**src/rtl/core/csae_pkg.sv**
```systemverilog
`default_nettype none

package csae_pkg;

   localparam int NUM_SETS  = 26;
   localparam int NUM_WORDS = 2 * NUM_SETS;
   localparam int ADDR_W    = $clog2(NUM_WORDS);
   localparam int SET_IDX_W = (NUM_SETS > 1) ? $clog2(NUM_SETS) : 1;

   localparam logic [6:0] CHAR_BANG    = 7'h21;
   localparam logic [6:0] CHAR_TILDE   = 7'h7E;
   localparam logic [6:0] CHAR_UPPER_A = 7'h41;
   localparam logic [6:0] CHAR_UPPER_Z = 7'h5A;

   typedef enum logic [3:0] {
      CMD_CREATE    = 4'd0,
      CMD_DELETE    = 4'd1,
      CMD_ADD       = 4'd2,
      CMD_REMOVE    = 4'd3,
      CMD_LIST      = 4'd4,
      CMD_UNION     = 4'd5,
      CMD_INTERSECT = 4'd6,
      CMD_DIFF      = 4'd7,
      CMD_SUBSET    = 4'd8,
      CMD_EQUAL     = 4'd9
   } cmd_type;

   typedef enum logic [2:0] {
      ST_OK        = 3'd0,
      ST_EXISTS    = 3'd1,
      ST_NO_SET    = 3'd2,
      ST_BAD_ELEM  = 3'd3,
      ST_DUP       = 3'd4,
      ST_NOT_FOUND = 3'd5
   } status_type;

   // Commands from the controller to the datapath.
   typedef struct packed {
      logic capture;
      logic lo_step;
      logic hi_step;
   } ctl_cmd_type;

   // Status from the datapath to the controller.
   typedef struct packed {
      logic two_phase;
      logic out_free;
   } dp_status_type;

   function automatic logic elem_valid(logic [6:0] e);
      return (e >= CHAR_BANG) && (e <= CHAR_TILDE) &&
             !((e >= CHAR_UPPER_A) && (e <= CHAR_UPPER_Z));
   endfunction

   // Word 2s holds codes 0-63 of set s, word 2s+1 holds codes 64-127.
   function automatic logic [ADDR_W-1:0] word_addr(logic [4:0] s, logic h);
      return ADDR_W'({s, h});
   endfunction

   function automatic logic [63:0] set_op(logic [3:0] c, logic [63:0] a, logic [63:0] b);
      logic [63:0] r;
      r = a;
      if (c == CMD_UNION) begin
         r = a | b;
      end else if (c == CMD_INTERSECT) begin
         r = a & b;
      end else if (c == CMD_DIFF) begin
         r = a & ~b;
      end
      return r;
   endfunction

endpackage

`default_nettype wire

```
**src/rtl/core/csae_ctrl.sv**
```systemverilog
`default_nettype none

module csae_ctrl import csae_pkg::*; (
   input  wire logic          clock,
   input  wire logic          reset,
   input  wire logic          req_valid,
   output logic               req_ready,
   input  wire dp_status_type stat,
   output ctl_cmd_type        ctl
);

   typedef enum logic [1:0] {
      S_IDLE,
      S_LO,
      S_HI
   } state_type;

   state_type state_ff;
   logic      ready_ff;

   assign req_ready = ready_ff;

   always_comb begin
      ctl.capture = req_valid && ready_ff;
      ctl.lo_step = (state_ff == S_LO) && (stat.two_phase || stat.out_free);
      ctl.hi_step = (state_ff == S_HI) && stat.out_free;
   end

   // Ready stays low during reset so that no word is taken and then lost.
   always_ff @(posedge clock) begin
      if (reset) begin
         state_ff <= S_IDLE;
         ready_ff <= 1'b0;
      end else begin
         unique case (state_ff)
            S_IDLE: begin
               if (ctl.capture) begin
                  state_ff <= S_LO;
                  ready_ff <= 1'b0;
               end else begin
                  ready_ff <= 1'b1;
               end
            end
            S_LO: begin
               if (ctl.lo_step) begin
                  if (stat.two_phase) begin
                     state_ff <= S_HI;
                  end else begin
                     state_ff <= S_IDLE;
                     ready_ff <= 1'b1;
                  end
               end
            end
            S_HI: begin
               if (ctl.hi_step) begin
                  state_ff <= S_IDLE;
                  ready_ff <= 1'b1;
               end
            end
            default: begin
               state_ff <= S_IDLE;
               ready_ff <= 1'b1;
            end
         endcase
      end
   end

endmodule

`default_nettype wire

```
**config.mk**
```make
export PLATFORM = sky130hd
export DESIGN_NAME = csae_ctrl
export DESIGN_NICKNAME = d
export VERILOG_FILES = /design/src/rtl/core/csae_pkg.sv /design/src/rtl/core/csae_ctrl.sv
export SDC_FILE = /design/constraint.sdc
export NUM_CORES = 1
export LEC_CHECK = 0
export ABC_AREA = 1
export BUFFER_PORTS_ARGS = -buffer_cell sky130_fd_sc_hd__buf_4
export CAP_MARGIN = 10
export CORE_AREA = 2 2 39 41
export CTS_BUF_LIST = sky130_fd_sc_hd__clkbuf_2 sky130_fd_sc_hd__clkbuf_4 sky130_fd_sc_hd__clkbuf_8
export DETAILED_ROUTE_END_ITERATION = 10
export DIE_AREA = 0 0 41 43
export HOLD_SLACK_MARGIN = 0.06
export PLACE_DENSITY = 0.41
export SLEW_MARGIN = 15
export SYNTH_ARGS = -nofsm -noshare
export SYNTH_HDL_FRONTEND = slang
export SYNTH_SLANG_ARGS = --single-unit
```
**constraint.sdc**
```tcl
create_clock -name clock -period 0.9 [get_ports clock]
set_input_delay 0.18 -clock clock [delete_from_list [all_inputs] [get_ports clock]]
set_output_delay 0.18 -clock clock [all_outputs]
set_load 0.02 [all_outputs]
```
==> results of run 1 <==
==> timing repair <==
action	in CTS	in global routing
hold buffers	0	0
endpoints found under the setup margin	3	4
setup buffers	1	1
gates cloned	0	0
gates resized for setup	4	3
endpoints found under the hold margin	0	0
==> through the flow <==
| stage | total power (uW) | area [sq um] | setup TNS (ns) | hold WS [ns] |
|---|---|---|---|---|
| 2_1_floorplan | 197.9 | 176.4 | 0 | 0.2491 |
| 3_3_place_gp | 234.9 | 256.5 | -0.02222 | 0.3646 |
| 3_5_place_dp | 235.1 | 256.5 | -0.02444 | 0.3633 |
| 4_1_cts | 519.7 | 304.0 | -0.5248 | 0.1098 |
| 5_1_grt | 551.1 | 321.6 | -0.6562 | 0.1060 |
| 6_report | 516.5 | 321.6 | -0.4961 | 0.1147 |
==> synth_stat cells, drive strengths merged <==
cell type	n	share of area, %
nor2	3	11
dfxtp	3	35
o21a	1	4.3
a21oi	3	11
nand2	8	20
nand3	2	5.8
inv	6	13
==> worst register-to-register path, delay by kind of cell, from the launching register on <==
family	cells	cell delay [ns]
compound gates	1	0.05
buf+inv	2	0.19
flops	1	0.31
simple gates	2	0.16
==> per-layer routing <==
layer  part of all wire (%)  GRT usage [%]  routed length (um)
met5                      0              0                   0
met4                      0          4.000                   0
met3                    5.4          4.712                  21
met2                     46          5.938                 180
met1                     48          6.731                 187
==> where the power goes <==
part	internal [uW]	switching (uW)
Sequential	143	7.48
Clock	196	70.8
Combinational	50.0	48.7
Total	390	127
==> kinds of logic (layout without fill, tap and decap cells) <==
group	Yosys count	in the layout
buffers and inverters	6	20
AND/OR/NAND/NOR	13	13
AO/OA/AOI/OAI	4	4
flip-flops	3	3
==> placed cells by master, fill, tap and decap left out <==
cell,n
buf_4,6
nand2_1,5
clkbuf_4,4
buf_6,4
nand2_2,3
inv_2,3
inv_1,3
dfxtp_2,3
nand3_1,2
a21oi_1,2
nor2_2,1
nor2_4,1
o21a_1,1
nor2_1,1
a21oi_2,1
==> final cells by class <==
type	instances	area share, %
Tap cell	16	6.226
Sequential cell	3	19.84
Timing Repair Buffer	10	28.02
Multi-Input combinational cell	17	29.57
Inverter	6	7.004
Clock buffer	4	9.339
==> final timing paths <==
path                                               start                       end  slack (ns)
worst max-delay path            state_ff[0]$_SDFFE_PP0P_                    ctl[1]       -0.24
worst min-delay path                               reset  state_ff[0]$_SDFFE_PP0P_        0.11
worst max register to register  state_ff[0]$_SDFFE_PP0P_    req_ready$_SDFFE_PP0P_        0.08
worst min register to register    req_ready$_SDFFE_PP0P_    req_ready$_SDFFE_PP0P_        0.48
==> state kept, by name, indices dropped and copies added (netlist names) <==
signal	flops
req_ready	1
state_ff	2
==> metrics.md, run 1 <==
| Metric | Value |
|---|---|
| N_diodes | `0` |
| First DRT Iteration DRCs | `1` |
| DRC | `0` |
| Max IR drop VDD | `0.7493 mV` |
| Outcome | `complete, but fails checks` |
| Fin. max-slew vios | `0` |
| Clock root buffer | `clkbuf_4` |
| Tcrit/Tclk final | `127.0%` |
| Port bufs | `8` |
| # setup viols final | `3` |
| CTS H-tree lvls | `1` |
| Inst Count DP | `50` |
| Arr. time, crit path | `0.96 ns` |
| WHS Path Cells | `2` |
| Clk Latency, worst-skew pair | `0.23 ns` |
| R2R cell count | `5` |
| Post-layout util | `23.24%` |
| Remaining global-route overflow | `0` |
| Dpl ws | `-0.02444 ns` |
| Vias post-DR | `191` |
| Cells after synthesis | `26` |
| Vias in the first global route | `166` |
| HPWL Detailed | `316.3 um` |
| Antenna violations before repair | `0` |
| Die Wd | `41 um` |
| Max Buffers Root-to-Sink | `2` |
| Vias per cell | `3.411` |
| DRT antenna net count | `0` |
| Row count | `14` |
| CP startpoint kind | `flip-flop` |
| Failing checks | `setup timing` |
| Core Box Area | `1384 sq um` |
| Total CTS buffers | `3` |
| CP Capture Type | `output pin` |
| Clock Skews | `0.001528 ns` |
| PD cells | `1606 nW/um^2` |
| WL per Instance | `6.946 um` |
| Worst setup path class | `flip-flop to output pin` |
| Cell class contributing the biggest share of worst-path delay | `flip-flops` |
| TritonCTS clock tree | `built` |
| Post-synthesis register bit count | `3` |
| Max stage delay cell, worst path | `dfxtp_2` |
| I/O Pins | `9` |
| Die ar. | `1763 sq um` |
| Synthesized area per cell | `6.641 sq um` |
| First-pass GRT wire length | `593 um` |
| Area of the multi-input gates | `95.09 sq um` |
| Starting Density | `12.48%` |
| Gpl congestion | `0.6191` |
| Final std cells w/o fill | `56` |
| Actual slew at the worst max-slew pin | `0.1135 ns` |
| Max_slew headroom | `92.41%` |
| Compound-Gate Fraction of Synth Area | `15.22%` |
| DIE HEIGHT | `43 um` |
| Clock-pin slew on the worst setup and hold paths | `0.04 ns` |
| Adder-Cell Fraction of Synth Area | `0%` |
| CP required | `0.72 ns` |
| Worst path bufs/invs | `2` |
| WL final | `389 um` |
| Worst-path cell chain | `inv_2 > nor2_4 > o21a_1 > buf_6` |
| Pre-antenna DRT Iters | `2` |
| Post-Synth Simple-Gate Area | `36.96%` |
| Fin. Hold Viols | `0` |
| Max Fclk | `874.7 MHz` |
| Layout net count | `46` |
| Worst Path Max Fanout | `4` |
| Layout cells sized above 1 | `65.00%` |
| TritonCTS Sinks | `3` |
| Max_cap viols | `0` |
| Fillers | `156` |
| Setup slack after layout | `-0.2432 ns` |
| Register area | `63.81 sq um` |
| Largest net degree at the start of global routing | `5` |
| Crit path largest cell delay | `0.32 ns` |
| Synth cell types | `11` |
| Area Overhead vs Synth | `86.23%` |
| Post-Syn Nets | `31` |
| Lkg Pwr | `0.0001575 uW` |
| Total GRT Usage | `5.517%` |
| WP depth | `4` |
| Largest family of logic cells by synthesized area | `simple AND/OR/NAND/NOR gates` |
| Mapped cell area | `172.7 sq um` |
| Mux cell area share after synthesis | `0%` |
| Fin crit period | `1.143 ns` |
| Synth Area in XOR/XNOR | `0%` |
| Register area share after synthesis | `34.78%` |
| Hold Crit Class | `input port to flip-flop` |
| RSZ-0062 raised after global routing | `yes` |
| Yosys Warn Count | `0` |
Power figures use the tool's default switching activity.
==> run 2, diff against run 1 <==
GPL_ROUTABILITY_DRIVEN = 0   (was not set)
clock period = 1.2 ns   (was 0.9 ns; I/O delays follow)
==> run 2 against run 1 <==
  * The run now ends clean
  * Combinational power fell by 31%
  * Final cell count did not move
  * Flip-flop and latch count did not move
  * First-iteration DRC count rose to 5.0 times the previous value
  * Sequential share of layout area rose by 0.73 points
  * Hold slack improved by 0.063 ns
  * Highest routed layer unchanged
  * Cell area fell by 5.4%
  * Total power fell by 27%
  * Wire length rose by 2.6%
  * Sequential power fell by 26%
  * Non-clock buffer count did not move
  * Critical path depth did not move
==> metrics.md, run 2 (synthesis results as in run 1) <==
| Metric | Value |
|---|---|
| Outcome | `completed` |
| HPWL Detailed | `310.6 um (-1.8%)` |
| Die Wd | `41 um (unchanged)` |
| Area of the multi-input gates | `90.09 sq um (-5.3%)` |
| Vias in the first global route | `190 (+14%)` |
| Layout cells sized above 1 | `55.00% (-10 points)` |
| Inst Count DP | `50 (unchanged)` |
| Final hold slack | `0.1778 ns (+0.06310 ns)` |
| Seq pwr share | `29.7% (+0.5 points)` |
| TritonCTS Sinks | `3 (unchanged)` |
| Critical Path Start | `state_ff[0]$_SDFFE_PP0P_` |
| N_diodes | `0 (unchanged)` |
| Max_cap viols | `0 (unchanged)` |
| Worst r2r dst | `req_ready$_SDFFE_PP0P_` |
| Clock share of power | `52.2% (+0.5 points)` |
| R2R cell count | `6 (+1)` |
| FF-to-FF setup slack | `0.36 ns (+0.28 ns)` |
| Area of all placed cells without fillers | `304.0 sq um (-5.4%)` |
| Commonest non-fill, non-tap cell in the layout | `buf_4` |
| DRC | `0 (unchanged)` |
| CP Capture Type | `output pin` |
| Max FFs per register | `2 (unchanged)` |
| Lkg Pwr | `0.0001566 uW (-0.58%)` |
| DIE HEIGHT | `43 um (unchanged)` |
| WL final | `399 um (+2.6%)` |
| Pint | `286.5 uW (-26%)` |
| Antenna violations before repair | `0 (unchanged)` |
| Reg with most FFs | `state_ff` |
| Vias post-DR | `195 (+2.1%)` |
| Final std cells w/o fill | `56 (unchanged)` |
| Row count | `14 (unchanged)` |
| Max IR drop VDD | `0.2622 mV (-65%)` |
| # setup viols final | `0 (-3)` |
| Hold Crit Class | `input port to flip-flop` |
| PD cells | `1235 nW/um^2 (-23%)` |
| Total GRT Usage | `6.627% (+1.1 points)` |
| Worst setup path class | `flip-flop to output pin` |
| Core Box Area | `1384 sq um (unchanged)` |
| Clk Latency, worst-skew pair | `0.23 ns (about the same)` |
| Largest net degree at the start of global routing | `5 (unchanged)` |
| I/O Pins | `9 (unchanged)` |
| Register area | `62.56 sq um (-2.0%)` |
| Vias per cell | `3.482 (+2.1%)` |
| Max Fclk | `851.5 MHz` |
| First-pass GRT wire length | `696 um (+17%)` |
| TritonCTS clock tree | `built` |
| Area Overhead vs Synth | `76.09%` |
| Die ar. | `1763 sq um (unchanged)` |
| Starting Density | `12.48% (unchanged)` |
| Post-DP Area | `252.7 sq um (-1.5%)` |
| Clock-pin slew on the worst setup and hold paths | `0.04 ns (about the same)` |
| Worst Setup EP | `ctl[1]` |
| Max_slew headroom | `91.96% (-0.45 points)` |
| Fin. Hold Viols | `0 (unchanged)` |
| Worst r2r src | `state_ff[0]$_SDFFE_PP0P_` |
| Pre-antenna DRT Iters | `4 (+2)` |
| Remaining global-route overflow | `0 (unchanged)` |
| Tcrit/Tclk final | `97.87%` |
| Total CTS buffers | `3 (unchanged)` |
| Logic pwr share | `18.2% (-0.9 points)` |
| RSZ-0062 raised after global routing | `yes` |
| Actual slew at the worst max-slew pin | `0.1202 ns (+0.006705 ns)` |
| Worst Path Max Fanout | `3 (-1)` |
| Psw | `89.02 uW (-30%)` |
| Layout net count | `46 (unchanged)` |
| Most frequent cells in the layout | `buf_4 (9), nand2_1 (6), inv_1 (4), clkbuf_4 (4)` |
| Fin crit period | `1.174 ns` |
| CP startpoint kind | `flip-flop` |
| DRT antenna net count | `0 (unchanged)` |
| Fin. max-slew vios | `0 (unchanged)` |
| Arr. time, crit path | `0.93 ns (-0.03 ns)` |
| Clock Skews | `0.004186 ns (+0.002657 ns)` |
| WL per Instance | `7.125 um (+2.6%)` |
| Max Buffers Root-to-Sink | `2 (unchanged)` |
| CP required | `0.96 ns (+0.24 ns)` |
| Clock root buffer | `clkbuf_4` |
| Sw frac | `23.71% (-0.88 points)` |
| Fillers | `162 (+3.8%)` |
| Port bufs | `8 (unchanged)` |
| First DRT Iteration DRCs | `5 (+4)` |
| CTS H-tree lvls | `1 (unchanged)` |
[run 2: cell counts in the layout (fill, tap and decap cells not counted)]
Identical to the previous run, type by type.
[run 2: metrics by stage]
stage	total power, uW	worst slack, ns	utilization (%)	TNS (ns)
detailed placement	175.0	0.2221	18.26	0
floorplan	146.6	0.2273	-	0
finish	375.5	0.02553	21.97	0
global route	407.2	-0.04968	21.97	-0.05890
CTS	383.5	-0.004660	21.43	-0.004660
global placement	174.8	0.2204	18.26	0
[run 2: worst max-delay path: stages (launching register included)]
cell,delay (ns)
dfxtp_2,0.32
inv_2,0.05
nor2_4,0.08
o21a_1,0.14
buf_6,0.11
[run 2: power groups by stage]
stage          Clock, uW  Sequential (uW)  Combinational [uW]
2_1_floorplan          0              116                31.0
3_5_place_dp           0              112                62.6
3_3_place_gp           0              113                62.3
5_1_grt              220              112                75.1
6_report             196              111                68.2
4_1_cts              205              111                67.2
[run 2: final cells by class]
type / instances / share of cell area [%]
clock buffers: 4 / 9.877
inverters: 6 / 7.407
multi-input cells: 17 / 29.63
well taps: 16 / 6.584
flip-flops and latches: 3 / 20.58
repair buffers: 10 / 25.93
[run 2: what timing repair did]
action | 4_1_cts | 5_1_grt
hold buffers | 0 | 0
endpoints found under the setup margin | 2 | 2
resized for setup | 3 | 0
cloned | 0 | 0
pin swaps | 1 | 1
setup buffers | 1 | 1
[run 2: layer usage]
metal	vias to the layer above	GRT usage (%)	routed length, um
li1	105	-	-
met5	-	0	0
met1	85	6.752	167
met4	0	10.00	0
met2	5	7.500	221
met3	0	3.141	10
[run 2: how the worst min path moves through the flow]
stage / from / end / slack [ns] / cells after the start
floorplan: reset / state_ff[0]$_SDFFE_PP0P_ / 0.31 / 1
global placement: reset / state_ff[1]$_SDFFE_PP0P_ / 0.42 / 2
detailed placement: reset / state_ff[0]$_SDFFE_PP0P_ / 0.42 / 2
CTS: reset / state_ff[0]$_SDFFE_PP0P_ / 0.17 / 2
global route: reset / state_ff[0]$_SDFFE_PP0P_ / 0.16 / 2
finish: reset / state_ff[0]$_SDFFE_PP0P_ / 0.18 / 2
==> run 3, diff against run 2 <==
PLACE_DENSITY = 0.42   (was 0.41)
==> run 3 against run 2 <==
  * Fmax rose by 0.23%
  * Wire length rose by 10%
  * Die area did not move
  * Final cell count did not move
  * Total power rose by 2.8%
  * Non-clock buffer count did not move
  * Sequential power barely moved
  * Sequential share of layout area did not move
  * Setup slack improved by 0.0027 ns
==> metrics.md, run 3 (synthesis results as in run 1) <==
| Metric | Value |
|---|---|
| RSZ-0062 raised after global routing | `yes` |
| CP required | `0.96 ns (about the same)` |
| Worst-path cell chain | `inv_2 > nor2_4 > o21a_1 > buf_6` |
| Pre-antenna DRT Iters | `2 (-2)` |
| Total CTS buffers | `3 (unchanged)` |
| Vias post-DR | `201 (+3.1%)` |
| Largest net degree at the start of global routing | `5 (unchanged)` |
| Most frequent cells in the layout | `buf_4 (9), nand2_1 (6), inv_1 (4), clkbuf_4 (4)` |
| Arr. time, crit path | `0.93 ns (about the same)` |
| Fillers | `165 (+1.9%)` |
| Max_slew headroom | `92.24% (+0.28 points)` |
| Worst r2r src | `state_ff[0]$_SDFFE_PP0P_` |
| Worst setup path class | `flip-flop to output pin` |
| DRC | `0 (unchanged)` |
| TritonCTS Sinks | `3 (unchanged)` |
| I/O Pins | `9 (unchanged)` |
| Row count | `14 (unchanged)` |
| Fin. max-slew vios | `0 (unchanged)` |
| Area Overhead vs Synth | `76.09% (unchanged)` |
| DIE HEIGHT | `43 um (unchanged)` |
| Clock-pin slew on the worst setup and hold paths | `0.04 ns (about the same)` |
| Critical Path Start | `state_ff[0]$_SDFFE_PP0P_` |
| Hold_sp | `reset` |
| Clk Latency, worst-skew pair | `0.24 ns (about the same)` |
| Cell class contributing the biggest share of worst-path delay | `flip-flops` |
| # setup viols final | `0 (unchanged)` |
| Worst r2r dst | `req_ready$_SDFFE_PP0P_` |
| Max_cap viols | `0 (unchanged)` |
| Final setup TNS | `0 ns (unchanged)` |
| WL final | `440 um (+10%)` |
| CP Capture Type | `output pin` |
| Total GRT Usage | `6.526% (-0.10 points)` |
| R2R cell count | `7 (+1)` |
| Fin crit period | `1.172 ns (-0.002686 ns)` |
| Max FFs per register | `2 (unchanged)` |
| Worst Path Max Fanout | `3 (unchanged)` |
| FF-to-FF setup slack | `0.26 ns (-0.10 ns)` |
| Hold Crit Class | `input port to flip-flop` |
| Layout cells sized above 1 | `55.00% (unchanged)` |
| First-pass GRT wire length | `710 um (+2.0%)` |
| Port bufs | `8 (unchanged)` |
| Layout net count | `46 (unchanged)` |
| Antenna violations before repair | `0 (unchanged)` |
| Clock root buffer | `clkbuf_4` |
| Core Box Area | `1384 sq um (unchanged)` |
| Tcrit/Tclk final | `97.65% (-0.22 points)` |
| First DRT Iteration DRCs | `3 (-2)` |
| DRT antenna net count | `0 (unchanged)` |
| Starting Density | `12.48% (unchanged)` |
| WL per Instance | `7.857 um (+10%)` |
| Vias per cell | `3.589 (+3.1%)` |
| CTS H-tree lvls | `1 (unchanged)` |
| Crit path largest cell delay | `0.32 ns (about the same)` |
| Max Buffers Root-to-Sink | `2 (unchanged)` |
| Die Wd | `41 um (unchanged)` |
| WP depth | `4 (unchanged)` |
| N_diodes | `0 (unchanged)` |
| Reg with most FFs | `state_ff` |
| TritonCTS clock tree | `built` |
| HPWL Detailed | `324.4 um (+4.4%)` |
| Die ar. | `1763 sq um (unchanged)` |
| Tot Pwr | `385.9 uW (+2.8%)` |
| Outcome | `completed` |
| Vias in the first global route | `199 (+4.7%)` |
| Fin. Hold Viols | `0 (unchanged)` |
| Actual slew at the worst max-slew pin | `0.1159 ns (-0.004227 ns)` |
| PD cells | `1269 nW/um^2 (+2.8%)` |
| Worst Setup EP | `ctl[1]` |
| CP startpoint kind | `flip-flop` |
| Worst path bufs/invs | `2 (unchanged)` |
| Remaining global-route overflow | `0 (unchanged)` |
| Clock Skews | `0.005056 ns (+0.0008707 ns)` |
| Max Fclk | `853.4 MHz (+0.23%)` |
| Commonest non-fill, non-tap cell in the layout | `buf_4` |
| Max IR drop VDD | `0.5953 mV (+130%)` |
| Lkg Pwr | `0.0001577 uW (+0.68%)` |
| Max stage delay cell, worst path | `dfxtp_2` |
## run 3: worst min path at each step
stage                               endpoint  slack, ns  cells past startpoint
CTS                 state_ff[1]$_SDFFE_PP0P_       0.17                      2
detailed placement  state_ff[0]$_SDFFE_PP0P_       0.43                      2
global route        state_ff[1]$_SDFFE_PP0P_       0.17                      2
global placement    state_ff[0]$_SDFFE_PP0P_       0.42                      2
floorplan           state_ff[0]$_SDFFE_PP0P_       0.31                      1
finish              state_ff[1]$_SDFFE_PP0P_       0.18                      2
## run 3: what timing repair did
| item | CTS | global route |
|---|---|---|
| resized for setup | 3 | 0 |
| hold buffers | 0 | 0 |
| cloned | 0 | 0 |
| endpoints found under the setup margin | 2 | 2 |
| pin swaps | 1 | 1 |
| buffers inserted | 2 | 0 |
## run 3: cell type report
| class | count | area (sq um) | area share, % |
|---|---|---|---|
| multi-input cells | 17 | 90.09 | 29.63 |
| clock buffers | 4 | 30.03 | 9.877 |
| well taps | 16 | 20.02 | 6.584 |
| repair buffers | 10 | 78.83 | 25.93 |
| flip-flops and latches | 3 | 62.56 | 20.58 |
| inverters | 6 | 22.52 | 7.407 |
## run 3: where the power goes
group          leakage [uW]  switching, uW  internal, uW
logic              0.000114           35.8          32.8
registers         0.0000256           4.65           107
clock network     0.0000184           58.4           148
## run 3: layer usage
metal / global-route usage, % / up-vias / wire (um)
li1: - / 105 / -
met1: 6.752 / 87 / 179
met2: 8.125 / 7 / 216
met3: 4.712 / 2 / 28
met4: 6.000 / 0 / 15
met5: 0 / - / 0
## run 3: metrics by stage
stage                     area (sq um)  hold WS, ns  util, %  worst slack [ns]  cells
after floorplan                  172.7       0.3091        -            0.2273     26
after global placement           252.7       0.4235    18.26            0.2128     50
after detailed placement         252.7       0.4276    18.26            0.2077     50
after CTS                        304.0       0.1685    21.97          -0.01153     56
after global routing             304.0       0.1691    21.97          -0.03217     56
final                            304.0       0.1764    21.97           0.02822     56
